===== src/hw/rtl/tbc_pkg.sv =====
package tbc_pkg;

  // item operation codes
  localparam logic [1:0] OP_WRITE  = 2'd0;
  localparam logic [1:0] OP_BOX    = 2'd1;
  localparam logic [1:0] OP_GROUND = 2'd2;

  // configuration register indexes
  localparam logic [1:0] CFG_MAP_ROWS = 2'd0;
  localparam logic [1:0] CFG_MAP_COLS = 2'd1;

  // ground strip: inset 4 px on each side, 2 px tall, ending at the box bottom
  localparam logic signed [4:0] GND_X_LO_OFF = 5'sd4;
  localparam logic signed [4:0] GND_X_HI_OFF = 5'sd4 - 5'sd8;
  localparam logic signed [4:0] GND_Y_LO_OFF = -5'sd2;
  localparam logic signed [4:0] NO_OFF       = 5'sd0;

  // tile span along one axis
  typedef struct packed {
    logic [7:0] lo;
    logic [7:0] hi;
    logic       empty;
  } span_t;

endpackage


===== src/hw/rtl/tbc_edge_unit.sv =====
module tbc_edge_unit #(
  parameter int TILE_SHIFT = 5
) (
  input  logic signed [15:0] base,
  input  logic [14:0]        ext,
  input  logic               lo_ext,
  input  logic signed [4:0]  lo_off,
  input  logic signed [4:0]  hi_off,
  input  logic [7:0]         dim,
  output tbc_pkg::span_t     span
);

  localparam int SW = 18;
  localparam int QW = SW - TILE_SHIFT;
  localparam logic signed [SW-1:0] NEG_T = -(18'sd1 <<< TILE_SHIFT);

  logic signed [SW-1:0] base_s;
  logic signed [SW-1:0] ext_s;
  logic signed [SW-1:0] lo_n;
  logic signed [SW-1:0] hi_n;
  logic [QW-1:0]        lo_q;
  logic [QW-1:0]        hi_q;
  logic [7:0]           lim;
  logic [7:0]           hi_c;
  logic                 hi_far;

  always_comb begin
    base_s = {{2{base[15]}}, base};
    ext_s  = {3'b000, ext};
    lo_n   = base_s + (lo_ext ? ext_s : '0) + {{13{lo_off[4]}}, lo_off};
    hi_n   = base_s + ext_s + {{13{hi_off[4]}}, hi_off};

    // truncation toward zero: anything negative above -T lands on tile 0
    lo_q   = lo_n[SW-1] ? '0 : QW'(lo_n[SW-1:TILE_SHIFT]);
    hi_q   = hi_n[SW-1] ? '0 : QW'(hi_n[SW-1:TILE_SHIFT]);
    hi_far = (hi_n <= NEG_T);

    lim  = dim - 8'd1;
    hi_c = (hi_q > QW'(lim)) ? lim : hi_q[7:0];

    span.lo    = lo_q[7:0];
    span.hi    = hi_c;
    span.empty = hi_far || (dim == 8'd0) || (lo_q > QW'(hi_c));
  end

endmodule


===== config.mk =====
export PLATFORM = sky130hd
export DESIGN_NAME = tbc_edge_unit
export DESIGN_NICKNAME = d
export VERILOG_FILES = /design/src/hw/rtl/tbc_pkg.sv /design/src/hw/rtl/tbc_edge_unit.sv
export SDC_FILE = /design/constraint.sdc
export NUM_CORES = 1
export LEC_CHECK = 0
export ABC_AREA = 0
export CAP_MARGIN = 0
export CORE_MARGIN = 10
export CORE_UTILIZATION = 25
export DETAILED_ROUTE_END_ITERATION = 12
export DONT_BUFFER_PORTS = 1
export SLEW_MARGIN = 20
export SYNTH_ARGS = -nofsm -noshare
export SYNTH_HDL_FRONTEND = slang
export SYNTH_SLANG_ARGS = --single-unit
export TNS_END_PERCENT = 50

===== constraint.sdc =====
create_clock -name vclk -period 15.4
set_clock_uncertainty 0.15 [all_clocks]
set_input_delay 0.77 -clock vclk [all_inputs]
set_output_delay 0.77 -clock vclk [all_outputs]
set_load 0.03 [all_outputs]

==> summary.txt <==
Synth
  • Mapped Area: about 3000 µm²
  • Gate Count Post-Synth: roughly 360
  • Synth top area cells: ha_1 (22%), fa_1 (20%), a21oi_1 (4.3%), nor2_1 (4.1%), xor2_1 (4.1%)
  • Unique masters post-synth: 61
  • Post-Syn Area per Cell: around 8.3 µm²
  • Area share of the largest cell type after synthesis: 0.2173
  • Post-synthesis sequential area ratio: 0
  • Post-synth top area cell: ha_1
  • Yosys warns: 0
  • Synth Net Count: approximately 490

STA
  • F_max: about 110 MHz
  • Pin slew with the least headroom to its limit: between 0.8 and 0.9 ns
  • Unrepaired setup endpoints after global routing: no
  • Setup violations, final: 0
  • Setup TNS: 0 ns
  • Tmin final: roughly 9 ns
  • Slew Viols, Final: 0
  • Final hold vios: 0
  • Setup WS post-layout: 6.368 ns
  • Final period utilization: 0.5865
  • Normalized max-slew margin: 0.4296
  • Final hold slack: roughly 1.6 ns

Floorplanning
  • I/O pin count: 67
  • Die area: approximately 17000 µm²
  • Core area: 11560 µm²
  • Initial core utilization: 0.2589
  • Row cnt: 39
  • Die Y: about 130 µm
  • Die width: 129.4 µm

Global route
  • Antenna violations before repair: 0
  • Vias in the first global route: roughly 2700
  • Largest net degree at the start of global routing: 20
  • Total gr overflow: 0
  • Gr usage total: 0.09769
  • Global-route wire length before repair: 13630 µm

Job
  • Max_cap viols: 0

Placed design
  • Pre-CTS setup slack: 6.395 ns
  • Placed Instances: around 500
  • Final RePlAce weighted congestion: 0.8691
  • I/O Buffers: 0
  • Hpwl dp: 7703 µm

Worst setup path
  • CP startpoint kind: primary input
  • WP data arrival: approximately 8 ns
  • Critical path peak fanout: 10
  • Worst Setup End Kind: output pin
  • WP data required: about 14 ns
  • CP Class: in2out

Power and ir drop
  • Max IR drop VDD: approximately 0.020 mV
  • Power Dens Cells: ~97 nW/µm²
  • Total power: a little over 300 µW
  • Leak: between 0.001 and 0.0015 µW

Finish
  • Area Overhead vs Synth: 4.680%
  • Antenna cells: 0
  • Multi-input gate area: around 2900 µm²
  • Nets: around 490
  • Seq cells: 0
  • Fill cell count: around 1200
  • CLK BUF: 0
  • FF/Latch Area: 0 µm²
  • Non-Filler Instances: between 400 and 500
  • Layout cell share with drive strength beyond 1: 0.02557

Drt
  • WL final: 8548 µm
  • Initial DRT Pass Iterations: 4
  • Wire length per cell: about 17 µm
  • Routed Antenna Nets: 0
  • Via density: around 5.3
  • Routed via count: 2648
  • 1st-iter DRT viols: 135
  • Residual DRC count: 0

Clock network
  • Postcts setup bufs: 0
  • Post-CTS Hold Fix Bufs: 0
  • Post-cts sizing count: 0

Status
  • Status: finished clean

Min path
  • Worst Hold Class: in2out
[routing by layer]
| metal | wire length (µm) | vias up | part of all wire | GRT usage |
|---|---|---|---|---|
| met2 | 4263 | 50 | 0.50 | 0.1806 |
| met3 | 846 | 0 | 0.099 | 0.03426 |
| met4 | 0 | 0 | 0 | 0 |
| li1 | - | 1338 | - | - |
| met1 | 3438 | 1260 | 0.40 | 0.1126 |
| met5 | 0 | - | 0 | 0 |
[worst max-delay path, cell delays in order]
cell       delay, ns
fa_1            0.47
ha_1            0.24
fa_1            0.42
a211oi_2        0.27
o21bai_1        0.16
a21oi_2         0.22
o31ai_2         0.12
a41oi_1         0.71
nor2_1          0.19
ha_1            0.35
nor2b_1         0.13
o21a_1          0.16
o21ai_0         0.14
a21oi_1         0.09
o22ai_1         0.56
nand2_1         0.27
nor3_1          0.30
a311oi_1        0.10
ha_1            0.33
and3_1          0.19
a211oi_1        0.20
a21oi_1         0.11
or4_1           0.46
or4_1           0.44
nor4_1          0.21
nand4b_1        0.17
o2bb2ai_1       0.33
[through the flow]
step | area [µm²] | util
2_1_floorplan | 2994 | -
3_3_place_gp | 3134 | 0.2710
3_5_place_dp | 3134 | 0.2710
4_1_cts | 3134 | 0.2710
5_1_grt | 3134 | 0.2710
6_report | 3134 | 0.2710
[report_power, final]
part / internal (µW) / switching (µW) / leakage, µW / total, µW
sequential: 0 / 0 / 0 / 0
combinational: 112 / 192 / 0.00127 / 304
clock: 0 / 0 / 0 / 0
[path summary, 6_finish.rpt]
| kind | startpoint | cells past startpoint | slack, ns | endpoint |
|---|---|---|---|---|
| setup / recovery | base[1] | 27 | 6.37 | span[0] |
| hold / removal | dim[0] | 1 | 1.63 | span[1] |
[Yosys cell counts, types with 4 or more instances]
library cell / n
or3_1: 6
o21ai_0: 6
a311oi_1: 6
o22ai_1: 4
a311o_1: 5
o21ai_1: 4
fa_1: 30
o2bb2ai_1: 4
o21bai_1: 5
nand2b_1: 5
clkbuf_1: 5
o21a_1: 5
nor2_1: 33
xnor2_1: 10
o211ai_1: 4
a21oi_1: 26
and2_1: 15
inv_1: 16
nor3_1: 14
ha_1: 52
nand3_1: 6
nor2b_1: 10
nand2_1: 14
xor2_1: 14
a211oi_1: 4
[logic make-up after synthesis]
family	count (synthesis)	share of synthesized area
xor+xnor	24	0.07020
mux	4	0.01463
simple gates	122	0.2140
fa+ha+maj	82	0.4179
compound gates	103	0.2478
buf+inv	24	0.03552
[final cells by class]
cell class	count	share of cell area
well taps	143	0.05709
inverters	16	0.01916
repair buffers	1	0.002395
multi-input cells	335	0.9214
[placed cells by master, fill, tap and decap left out, drive strengths merged, types with 4 or more instances in the layout]
cell     count
nor3        14
a211oi       5
a21oi       27
o2bb2ai      4
o21bai       5
ha          52
nor2b       10
and2        15
a311oi       6
xor2        14
o21ai       10
nor2        33
a21boi       4
or3          6
o211ai       4
o21a         5
nand2b       5
nand2       14
a311o        5
xnor2       10
fa          30
o22ai        4
nand3        6
inv         16
Power figures use the tool's default switching activity.
